**src/hdl/mstr_pkg.sv**
```systemverilog
// Shared types and codes for the sample-to-chunk resolver.
`default_nettype none
package mstr_pkg;

   localparam int unsigned CHUNK_W  = 32;
   localparam int unsigned SPC_W    = 32;
   localparam int unsigned OFFSET_W = 64;
   localparam int unsigned SIZE_W   = 32;
   localparam int unsigned REQ_DATA_W = 160;
   localparam int unsigned RSP_DATA_W = 128;

   typedef enum logic [1:0] {
      FUNC_CLEAR  = 2'd0,
      FUNC_LOAD   = 2'd1,
      FUNC_CHUNK  = 2'd2,
      FUNC_SAMPLE = 2'd3
   } func_type;

   typedef enum logic [1:0] {
      STATUS_OK      = 2'd0,
      STATUS_DROPPED = 2'd1,
      STATUS_FULL    = 2'd2
   } status_type;

   // Search wave that moves one cell per cycle along the entry chain.
   typedef struct packed {
      logic              run;   // leading run of matching entries not yet broken
      logic              found; // an entry has been picked
      logic [SPC_W-1:0]  pick;  // samples per chunk of the picked entry
   } wave_type;

   typedef struct packed {
      logic               wr_en;
      logic               in_range;
      logic [CHUNK_W-1:0] first;
      logic [SPC_W-1:0]   spc;
   } cell_ctrl_type;

endpackage
`default_nettype wire

```
**src/hdl/mstr_cell.sv**
```systemverilog
// One cell of the entry chain: holds one table entry and forwards the search wave.
`default_nettype none
module mstr_cell
   import mstr_pkg::*;
(
   input  wire logic               clock,
   input  wire logic               reset,
   input  wire cell_ctrl_type      ctrl,
   input  wire logic [CHUNK_W-1:0] chunk,
   input  wire wave_type           wave_in,
   output wave_type                wave_out
);

   logic [CHUNK_W-1:0] first_ff;
   logic [SPC_W-1:0]   spc_ff;
   wave_type           wave_ff;
   wave_type           wave_in_c;
   logic               covers;

   assign covers = (first_ff <= chunk);

   // The first stored entry is always taken; later ones only while the run holds.
   always_comb begin
      wave_in_c = wave_in;
      if (ctrl.in_range && wave_in.run) begin
         if (covers || !wave_in.found) begin
            wave_in_c.pick  = spc_ff;
            wave_in_c.found = 1'b1;
         end
         wave_in_c.run = covers;
      end
   end

   always_ff @(posedge clock) begin
      if (ctrl.wr_en) begin
         first_ff <= ctrl.first;
         spc_ff   <= ctrl.spc;
      end
      if (reset) begin
         wave_ff <= '0;
      end else begin
         wave_ff <= wave_in_c;
      end
   end

   assign wave_out = wave_ff;

endmodule
`default_nettype wire

```
**config.mk**
```make
export PLATFORM = sky130hd
export DESIGN_NAME = mstr_cell
export DESIGN_NICKNAME = d
export VERILOG_FILES = /design/src/hdl/mstr_pkg.sv /design/src/hdl/mstr_cell.sv
export SDC_FILE = /design/constraint.sdc
export NUM_CORES = 1
export LEC_CHECK = 0
export ABC_AREA = 1
export BUFFER_PORTS_ARGS = -buffer_cell sky130_fd_sc_hd__buf_2
export CORE_UTILIZATION = 40
export DETAILED_ROUTE_END_ITERATION = 16
export GPL_TIMING_DRIVEN = 0
export PLACE_DENSITY = 0.7
export RECOVER_POWER = 25
export SLEW_MARGIN = 30
export SYNTH_ARGS = -nofsm -noshare
export SYNTH_HDL_FRONTEND = slang
export SYNTH_SLANG_ARGS = --single-unit
```
**constraint.sdc**
```tcl
create_clock -name clock -period 1.9 [get_ports clock]
set_clock_uncertainty 0.05 [all_clocks]
set_input_delay 0.095 -clock clock [delete_from_list [all_inputs] [get_ports clock]]
set_output_delay 0.095 -clock clock [all_outputs]
set_load 0.02 [all_outputs]
```
## Word-level counts from Yosys, hierarchy flattened

Cells that the tools add are included.

- $lt $le $gt $ge: 1
- Multiplexer cells: 2
- Reduce and logical (&&, ||, !) cells: 3

Operators by type and width:

| kind | number |
|---|---|
| 34-bit two-way mux | 1 |
| 33-bit two-way mux | 1 |
| 32-bit <= comparator | 1 |
| 1-bit logical AND | 1 |
| 1-bit zero test | 1 |
| 1-bit logical OR | 1 |

- Flip-flop bits (word level): 98
- Input bits: 134
- Output and inout bits: 34
- Logic and storage cells: 11

## Depth between registers and ports, before layout

Gate-level depths: netlist of the first run.

- Depth in word-level cells: 4
- Depth in mapped cells: 19
- Depth with buffers taken out: 18

## Worst setup path after synthesis of the first run

OpenSTA, ideal clock, no wires.

- Path kind: register to register
- Start point: register first_ff[31]
- End point: register wave_ff (netlist bit wave_out[23])
- Library setup time: 0.113 ns
- Data arrival time: 1.659 ns
- Required time: 1.737 ns
- Path slack: 0.079 ns
- Stages on the path, launching flop included: 14
- Buffers on the path: 1
- Clock period less this slack: 1.821 ns
- Cells stage by stage: edfxtp_1 ha_1 nand2_1 nor2_2 nand2_2 nor4_4 nand2_1 nand2_1 nand3_2 nand2_4 buf_6 nand2_1 nand2_1 nor2_1

- Longest elaborated chain between the ends: 4

Ends and longest elaborated chain:

| what | line | source |
|---|---|---|
| start, declared | mstr_cell.sv:14 | `logic [CHUNK_W-1:0] first_ff;` |
| start signal, assigned | mstr_cell.sv:36 | `first_ff <= ctrl.first;` |
| 32-bit <= comparator | mstr_cell.sv:20 | `assign covers = (first_ff <= chunk);` |
| 1-bit logical OR | mstr_cell.sv:26 | `if (covers \|\| !wave_in.found) begin` |
| 33-bit two-way mux | mstr_cell.sv:26 |  |
| 34-bit two-way mux | mstr_cell.sv:25 | `if (ctrl.in_range && wave_in.run) begin` |
| end signal, assigned | mstr_cell.sv:42 | `wave_ff <= wave_in_c;` |
| end, declared | mstr_cell.sv:16 | `wave_type wave_ff;` |

No other way between the ends.
A chain may end at the register's enable or synchronous reset.

## Worst setup path after layout of the first run

- Start point: register first_ff[21]
- End point: register wave_ff (netlist bit wave_out[19])

Same word-level chain as after synthesis.

==> out/results.ini, run 1 <==
[route]
drt_iter0_markers=157
drc=0
postRouteAntennaNets=0
post_drt_wl_per_cell_um=13.87
num_vias=3762
firstDrtPassIters=4
via_per_inst=4.473
wl_mm=11.67

[power]
ir_drop_mv=0.5150
total_power_mw=4.827
power_leakage_nw=3.368
powerDensity_nw_per_um2=717.2

[floorplan]
chipWidth_um=104.5
die_area_um2=10920
chipHeight_um=104.5
ios=168
num_rows=37
coreArea_um2=10280
start_util_pct=40.89

[setup_path]
reg2reg_to=wave_out[19]
critical_path_class=reg -> reg
crit_fanout=10
r2r_slack_ns=-0.17
reg2reg_from=first_ff[21]
reg2regPathDepth=11
critPathArrivalTime_ns=2.28
crit_path_start_kind=flip-flop
cp-end-kind=flip-flop
required_ns=2.11

[placed_design]
gp_congestion=0.7354
dp_hpwl_mm=6.340
dp_slack_ns=-0.1831
numPortBuffers=167

[synth]
avgSynthCellArea_um2=10.08
synthesis.area_um2=4203
yosysWarnings=0
ys_seq_area_share_pct=61.92
ys_seq_elements=98
yosys-top-cells-area=edfxtp_1, dfxtp_1, ha_1
synth_edf_count=64
synth_top_area_share_pct=45.73
synth_nets=583
yosysTopAreaCell=edfxtp_1
synthCells=417
synthTopCellsByCount=nand2_1, inv_1, nor2_1
ys_types=19
yosysMostFrequentCell=nand2_1
synth_async_sr_flop_share_pct=0
ys.flop_type=edfxtp_1

[layout]
final.fill_count=794
drive_above_1_share_pct=33.90
antenna_cells=0
nets=866
finish.utilization_pct=65.49
area_growth_pct=60.14

[timing]
max_slew_margin_pct=41.34
setup_violations=32
drv_slew=0
rsz0062_at_grt=yes
hold_viol_final=0
fmax_ghz=0.4831
fin_ws_ns=-0.1700
period_share_pct=108.9
fin_crit_ns=2.070
worst_pin_slew_ns=0.8799

[global_route]
antenna_found_initial=0
grt_util_all_layers_pct=21.23
grt_pass1_vias=4078
gr-total-overflow=0
grt_pass1_wl_mm=17.97
grt_start_max_net_pins=65

[hold_path]
hp-start=wave_in[32]
hold_end=wave_out[0]
min_path_cells=6
holdCritPathClass=in -> reg

[run_status]
status=finished with violations
violations=setup timing

[clock_tree]
cts_root_buf=clkbuf_8
clockBufferDepth=2
cts-buffers-inserted=9
clk_pin_slew_ns=0.10
cts_tree=built
cts.sinks=98
cts_htree_levels=3
clk_latency_ns=0.37

[flow_run]
max_cap_viol_count=0

## through the flow
stage	cells	setup TNS, ns	instance area [um2]	hold slack [ns]
finish	841	-4.098	6730	0.2307
global route	841	-7.975	6730	0.2660
CTS	840	-3.838	6533	0.2297
detailed placement	720	-5.042	5211	0.2231
global placement	720	-3.247	5209	0.2212
floorplan	417	0	4203	0.1174
## worst max path at each step
| stage | start | to | slack (ns) |
|---|---|---|---|
| global placement | first_ff[31] | wave_out[24] | -0.12 |
| CTS | first_ff[31] | wave_out[6] | -0.14 |
| global route | first_ff[7] | wave_out[28] | -0.28 |
| finish | first_ff[21] | wave_out[19] | -0.17 |
| floorplan | first_ff[31] | wave_out[23] | 0.08 |
| detailed placement | first_ff[31] | wave_out[14] | -0.18 |
## power by group
part / internal, mW / switching (mW) / leakage, nW / total [mW]
registers: 2.45 / 0.0581 / 0.910 / 2.50
logic: 0.480 / 0.474 / 2.36 / 0.954
clock network: 0.613 / 0.755 / 0.0932 / 1.37
total: 3.54 / 1.29 / 3.37 / 4.83
## final cells by class
cell class | instances | area, um2 | share of cell area [%]
clock buffers | 10 | 127.6 | 1.896
plain buffers | 9 | 90.09 | 1.339
repair buffers | 271 | 1873 | 27.83
inverters | 74 | 277.8 | 4.127
flip-flops and latches | 98 | 2603 | 38.67
clock inverters | 6 | 65.06 | 0.9667
well taps | 136 | 170.2 | 2.528
multi-input cells | 237 | 1524 | 22.64
## critical path, cell delays in order (launching register included)
cell	delay [ns]
edfxtp_1	0.44
ha_4	0.25
a21oi_2	0.18
o21a_1	0.16
nand2_1	0.07
a21oi_2	0.13
nand2_2	0.09
nand3_4	0.12
nand2_8	0.10
buf_8	0.16
nor2_1	0.15
nor2_2	0.07
## registers in the layout, summed over array words and instances (netlist names)
| signal | count |
|---|---|
| first_ff | 32 |
| wave_out | 34 |
| spc_ff | 32 |
## metal layers
metal	up-vias	wire length (um)	part of all wire, %	global-route usage [%]
met5	-	0	0	0
met4	0	238	2.0	7.551
met3	18	618	5.3	5.263
li1	1869	-	-	-
met1	1750	4427	38	21.60
met2	125	6380	55	41.30
## timing repair
item                                    CTS  global route
hold buffers                            100             0
endpoints found under the hold margin    98             0
cloned                                    2             0
setup buffers                             2             1
gates resized for setup                  19            35
endpoints found under the setup margin   32            33
pin swaps                                 1             5
## kinds of logic after synthesis
kind of cell | Yosys count | synth area share, %
AND/OR/NAND/NOR | 185 | 17.62
flip-flops | 98 | 61.92
buffers and inverters | 83 | 8.485
adder cells (fa/ha/maj) | 32 | 9.527
AO/OA/AOI/OAI | 19 | 2.441
## placed cells by master (no fill, tap or decap), types with 2 or more instances in the layout
cell type	n
clkinvlp_4	2
nand2_4	4
buf_6	4
nand4_1	2
dfxtp_1	34
buf_8	3
a21oi_1	10
buf_2	166
nand2_1	82
clkbuf_8	9
inv_1	74
ha_4	12
o21a_1	2
a21oi_2	4
ha_1	20
o21ai_0	2
nand2_2	16
dlygate4sd3_1	100
nor2_1	67
nand3_1	4
buf_1	3
nor2_2	6
nor2_4	2
buf_4	4
edfxtp_1	64
Power figures use the tool's default switching activity.
==> run 2, diff against run 1 <==
Settings changed: CORE_UTILIZATION 40 to 44, CTS_CLUSTER_DIAMETER from default to 30, PLACE_DENSITY 0.7 to 0.76, TNS_END_PERCENT from default to 20.
==> run 2 against run 1 <==
  * The flow still finishes with violations (setup timing)
  * Non-clock buffer count is 3 lower
  * Routed wire length shrank 3.4%
  * Critical endpoint is now wave_out[17]
  * Register-to-register slack got worse by 0.11 ns
  * Hold slack got worse by 0.20 ns
  * Global-route usage is 2.0 points higher
  * Critical path depth increased by 1
  * Setup slack worse by 0.11 ns
  * Maximum frequency is 4.9% lower
  * Largest cell class unchanged
==> out/results.ini, run 2 (synthesis gave the netlist of run 1 again) <==
[clock_tree]
cts_tree=built
cts_htree_levels=3  ; unchanged
clk_latency_ns=0.35  ; -0.02 ns
clk_pin_slew_ns=0.10  ; about the same
clockBufferDepth=2  ; unchanged
cts.sinks=98  ; unchanged
cts_root_buf=clkbuf_8
cts-buffers-inserted=9  ; unchanged

[layout]
final.fill_count=658  ; -17%
area_growth_pct=55.11
final_area_um2=6519  ; -3.1%
antenna_cells=0  ; unchanged
largest_reg_flops=34  ; unchanged
nets=863  ; -0.35%
mostFrequentLayoutCell=buf_2
drive_above_1_share_pct=30.48  ; -3.4 points
final_cell_mix=buf_2, dlygate4sd3_1, nand2_1

[route]
drc=0  ; unchanged
num_vias=3758  ; -0.11%
post_drt_wl_per_cell_um=13.56  ; -2.2%
via_per_inst=4.522  ; +1.1%
wl_mm=11.27  ; -3.4%
drt_iter0_markers=136  ; -13%
postRouteAntennaNets=0  ; unchanged
firstDrtPassIters=4  ; unchanged

[setup_path]
critical_path_class=reg -> reg
cp_cell_sequence=ha_4, nand2_4, nor2_4, nand2_2, nor4_4, nand2_1, nand3_4, nand2_8, buf_8, nand2_1, nand2_1, nor2_1
critical-path-slowest-cell=edfxtp_1
critPathArrivalTime_ns=2.42  ; +0.14 ns
reg2reg_from=first_ff[31]
required_ns=2.14  ; +0.03 ns
cp-end-kind=flip-flop
crit_path_start_kind=flip-flop
reg2regPathDepth=12  ; +1
crit_fanout=10  ; unchanged
cpPeakStageDelay_ns=0.44  ; about the same
cp_common_cell=nand2_1
r2r_slack_ns=-0.28  ; -0.11 ns
reg2reg_to=wave_out[17]

[floorplan]
start_util_pct=45.48  ; +4.6 points
ios=168  ; unchanged
die_area_um2=9947  ; -8.9%
num_rows=35  ; -5.4%
chipWidth_um=99.74  ; -4.6%
chipHeight_um=99.74  ; -4.6%
coreArea_um2=9240  ; -10%

[timing]
worst_pin_slew_ns=0.8512  ; -0.02873 ns
whs_ns=0.02591  ; -0.2048 ns
drv_slew=0  ; unchanged
fin_crit_ns=2.177  ; +0.1069 ns
period_share_pct=114.6  ; +5.6 points
rsz0062_at_grt=yes
fmax_ghz=0.4594  ; -4.9%
max_slew_margin_pct=43.25  ; +1.9 points
setup_violations=32  ; unchanged
hold_viol_final=0  ; unchanged
fin_ws_ns=-0.2770  ; -0.1069 ns

[global_route]
use_met2_pct=44.19  ; +2.9 points
gr-total-overflow=0  ; unchanged
grt_util_all_layers_pct=23.24  ; +2.0 points
top_usage_layer=met2
met3_usage_pct=4.568  ; -0.70 points
grt_pass1_wl_mm=17.65  ; -1.8%
grt_pass1_vias=4012  ; -1.6%
use_met1_pct=24.89  ; +3.3 points
antenna_found_initial=0  ; unchanged
grt_start_max_net_pins=65  ; unchanged

[placed_design]
numPortBuffers=167  ; unchanged
gp_congestion=0.7479  ; +1.7%
place_area_um2=5202  ; -0.17%
dp_hpwl_mm=6.630  ; +4.6%

[hold_path]
hold_end=wave_out[16]
hp-start=wave_in[16]
holdCritPathClass=in -> reg
min_path_cells=5  ; -1

[flow_run]
max_cap_viol_count=0  ; unchanged

[power]
powerDensity_nw_per_um2=716.2  ; -0.14%
power_leakage_nw=3.328  ; -1.2%
ir_drop_mv=0.5129  ; -0.42%

[run_status]
violations=setup timing
status=finished with violations

run 2: worst max path at each step:
| stage | from | end | slack [ns] |
|---|---|---|---|
| after CTS | first_ff[31] | wave_out[18] | -0.17 |
| after global placement | first_ff[31] | wave_out[16] | -0.11 |
| after global routing | first_ff[31] | wave_out[17] | -0.42 |
| after detailed placement | first_ff[31] | wave_out[16] | -0.18 |
| after floorplan | first_ff[31] | wave_out[23] | 0.08 |
| final | first_ff[31] | wave_out[17] | -0.28 |
run 2: worst max-delay path: cells and delay by family (launching register included):
family	cells	cell delay [ns]
AND/OR/NAND/NOR	10	1.14
adder cells (fa/ha/maj)	1	0.31
buffers and inverters	1	0.16
flip-flops	1	0.44
run 2: timing repair:
action,in CTS,in global routing
hold buffers,98,0
setup endpoints to repair,32,32
gates resized for setup,5,18
setup buffers,1,1
pin swaps,0,3
gates cloned,2,0
endpoints found under the hold margin,96,0
run 2: final cells by class:
class                           instances  area (um2)  share of cell area (%)
Timing Repair Buffer                  268        1839                   28.21
Clock inverter                          6       50.05                  0.7678
Multi-Input combinational cell        237        1364                   20.92
Clock buffer                           10       137.6                   2.111
Sequential cell                        98        2603                   39.92
Buffer                                  9       86.33                   1.324
Tap cell                              129       161.4                   2.476
Inverter                               74       277.8                   4.261
run 2: power breakdown:
part,internal [mW],switching (mW)
combinational,0.442,0.450
sequential,2.45,0.0528
clock,0.529,0.749
run 2: metrics by stage:
stage / TNS (ns) / power [mW] / setup WS (ns) / cells / util [%]
floorplan: 0 / 2.896 / 0.07856 / 417 / -
detailed placement: -4.773 / 3.202 / -0.1773 / 713 / 56.30
global placement: -3.055 / 3.162 / -0.1128 / 713 / 56.28
global route: -11.18 / 4.897 / -0.4150 / 831 / 70.55
finish: -5.918 / 4.669 / -0.2770 / 831 / 70.55
CTS: -4.757 / 4.638 / -0.1737 / 830 / 69.42
run 2: per-layer routing:
layer  vias to the layer above  wire length [um]
met3                        27               604
met1                      1717              4245
met5                         -                 0
met4                         0               282
met2                       150              6135
li1                       1864                 -
==> run 3, diff against run 2 <==
Settings changed: CAP_MARGIN from default to 25, CORE_UTILIZATION 44 to 45, CTS_BUF_LIST from default to sky130_fd_sc_hd__clkbuf_4 sky130_fd_sc_hd__clkbuf_8, PLACE_DENSITY 0.76 to 0.77.
==> run 3 against run 2 <==
  * Die area fell by 2.2%
  * Critical path depth rose by 1
  * Design area fell by 0.17%
  * Count of clock-buffer cells in the layout did not move
  * Largest cell class unchanged
  * Via count rose by 2.2%
  * Hold slack got worse by 0.0066 ns
  * The run still ends with setup timing left
  * Register-to-register slack improved by 0.04 ns
  * Routed wire length rose by 5.2%
==> out/results.ini, run 3 (synthesis gave the netlist of run 1 again) <==
[timing]
setup_violations=32  ; unchanged
rsz0062_at_grt=yes
max_slew_margin_pct=42.23  ; -1.0 points
fin_crit_ns=2.134  ; -0.04332 ns
worst_pin_slew_ns=0.8666  ; +0.01542 ns
fin_ws_ns=-0.2336  ; +0.04332 ns
whs_ns=0.01927  ; -0.006635 ns
fmax_ghz=0.4687  ; +2.0%
setup_tns_ns=-5.923  ; -0.004790 ns
hold_viol_final=0  ; unchanged
period_share_pct=112.3  ; -2.3 points
drv_slew=0  ; unchanged

[layout]
area_growth_pct=54.84
final_cell_mix=buf_2, dlygate4sd3_1, nand2_1
largest_reg_flops=34  ; unchanged
nets=866  ; +0.35%
drive_above_1_share_pct=30.64  ; +0.15 points
antenna_cells=0  ; unchanged
mostFrequentLayoutCell=buf_2
instances_no_fill=813  ; -2.2%

[clock_tree]
cts_htree_levels=3  ; unchanged
clk_latency_ns=0.36  ; about the same
cts_tree=built
cts_root_buf=clkbuf_8
clockBufferDepth=2  ; unchanged
cts.sinks=98  ; unchanged
cts-buffers-inserted=9  ; unchanged
clk_pin_slew_ns=0.10  ; about the same

[floorplan]
chipWidth_um=98.64  ; -1.1%
num_rows=34  ; -2.9%
chipHeight_um=98.64  ; -1.1%
die_area_um2=9730  ; -2.2%
start_util_pct=47.27  ; +1.8 points
ios=168  ; unchanged
coreArea_um2=8891  ; -3.8%

[power]
power_leakage_nw=3.334  ; +0.16%
sw_frac_of_total_pct=27.38  ; +0.57 points
pwr-share-clk_pct=27.5  ; about the same
power_switching_mw=1.284  ; +2.6%
seqPwrFrac_pct=53.3  ; -0.2 points
p_int_mw=3.405  ; -0.34%
total_power_mw=4.689  ; +0.44%
powerDensity_nw_per_um2=720.6  ; +0.62%
ir_drop_mv=0.4814  ; -6.1%
pwr-share-comb_pct=19.2  ; about the same

[route]
via_per_inst=4.726  ; +4.5%
wl_mm=11.85  ; +5.2%
post_drt_wl_per_cell_um=14.58  ; +7.5%
drt_iter0_markers=115  ; -15%
firstDrtPassIters=5  ; +1
postRouteAntennaNets=0  ; unchanged
num_vias=3842  ; +2.2%
drc=0  ; unchanged

[global_route]
antenna_found_initial=0  ; unchanged
gr-total-overflow=0  ; unchanged
grt_start_max_net_pins=65  ; unchanged
grt_pass1_wl_mm=18.64  ; +5.6%
grt_pass1_vias=4188  ; +4.4%
grt_util_all_layers_pct=25.03  ; +1.8 points

[setup_path]
critical_path_class=reg -> reg
required_ns=2.10  ; -0.04 ns
crit_fanout=10  ; unchanged
crit_path_start_kind=flip-flop
critPathArrivalTime_ns=2.34  ; -0.08 ns
reg2regPathDepth=13  ; +1
cp-end-kind=flip-flop

[placed_design]
gp_congestion=0.7486  ; about the same
numPortBuffers=167  ; unchanged
dp_hpwl_mm=6.728  ; +1.5%
placed_cells=692  ; -2.9%

[run_status]
violations=setup timing
status=finished with violations

[hold_path]
holdCritPathClass=in -> reg
min_path_cells=5  ; unchanged

[flow_run]
max_cap_viol_count=0  ; unchanged

==> run 3: changes by cell type in the layout (fill, tap and decap cells not counted), moves of 2 or more <==
cell,previous run,this run
buf_4,3,6
clkinv_4,2,0
inv_6,1,3
nand2_2,7,10
nand2_4,2,0
==> run 3: power by group through the flow <==
stage	logic (mW)	registers [mW]	clock network, mW
floorplan	0.294	2.60	0
global placement	0.631	2.53	0
detailed placement	0.664	2.54	0
CTS	0.848	2.49	1.30
global route	0.991	2.51	1.39
finish	0.901	2.50	1.29
==> run 3: area by class of cell <==
type / instances / area, um2
plain buffers: 9 / 86.33
inverters: 74 / 277.8
fillers: 590 / 2384
multi-input cells: 237 / 1358
repair buffers: 271 / 1867
clock inverters: 6 / 50.05
clock buffers: 10 / 131.4
flip-flops and latches: 98 / 2603
well taps: 108 / 135.1
==> run 3: critical path: stages (launching register included) <==
cell and delay [ns]:
edfxtp_1 0.43, ha_4 0.29, nand2_2 0.07, nor2_4 0.12
nand2_2 0.08, nor4_4 0.21, nand2_1 0.12, nand2_2 0.10
nand3_4 0.11, nand2_8 0.12, buf_8 0.14, nand2_2 0.06
nand2_1 0.07, nor2_1 0.05
==> run 3: layer usage <==
| layer | vias to the layer above | global-route usage [%] | routed length (um) |
|---|---|---|---|
| li1 | 1867 | - | - |
| met1 | 1779 | 25.29 | 4314 |
| met2 | 162 | 49.24 | 6433 |
| met3 | 34 | 5.887 | 705 |
| met4 | 0 | 9.644 | 400 |
| met5 | - | 0 | 0 |
==> run 3: worst paths after layout <==
path                     start  slack, ns            to
hold reg to reg     spc_ff[27]       0.43  wave_out[27]
setup reg to reg  first_ff[30]      -0.23   wave_out[7]
hold / removal      wave_in[0]       0.02   wave_out[0]
setup / recovery  first_ff[30]      -0.23   wave_out[7]
==> run 3: through the flow <==
stage,utilization [%],area (um2),setup WS [ns]
after detailed placement,58.22,5176,-0.2238
after global placement,58.19,5174,-0.1301
after floorplan,-,4203,0.07856
after global routing,73.19,6507,-0.3814
final,73.19,6507,-0.2336
after CTS,72.19,6419,-0.1975
==> run 3: what timing repair did <==
| item | in CTS | in global routing |
|---|---|---|
| pin swaps | 4 | 0 |
| setup buffers | 3 | 1 |
| cloned | 2 | 0 |
| setup endpoints to repair | 32 | 33 |
| hold endpoints to repair | 97 | 0 |
| resized for setup | 9 | 14 |
| hold buffers | 99 | 0 |
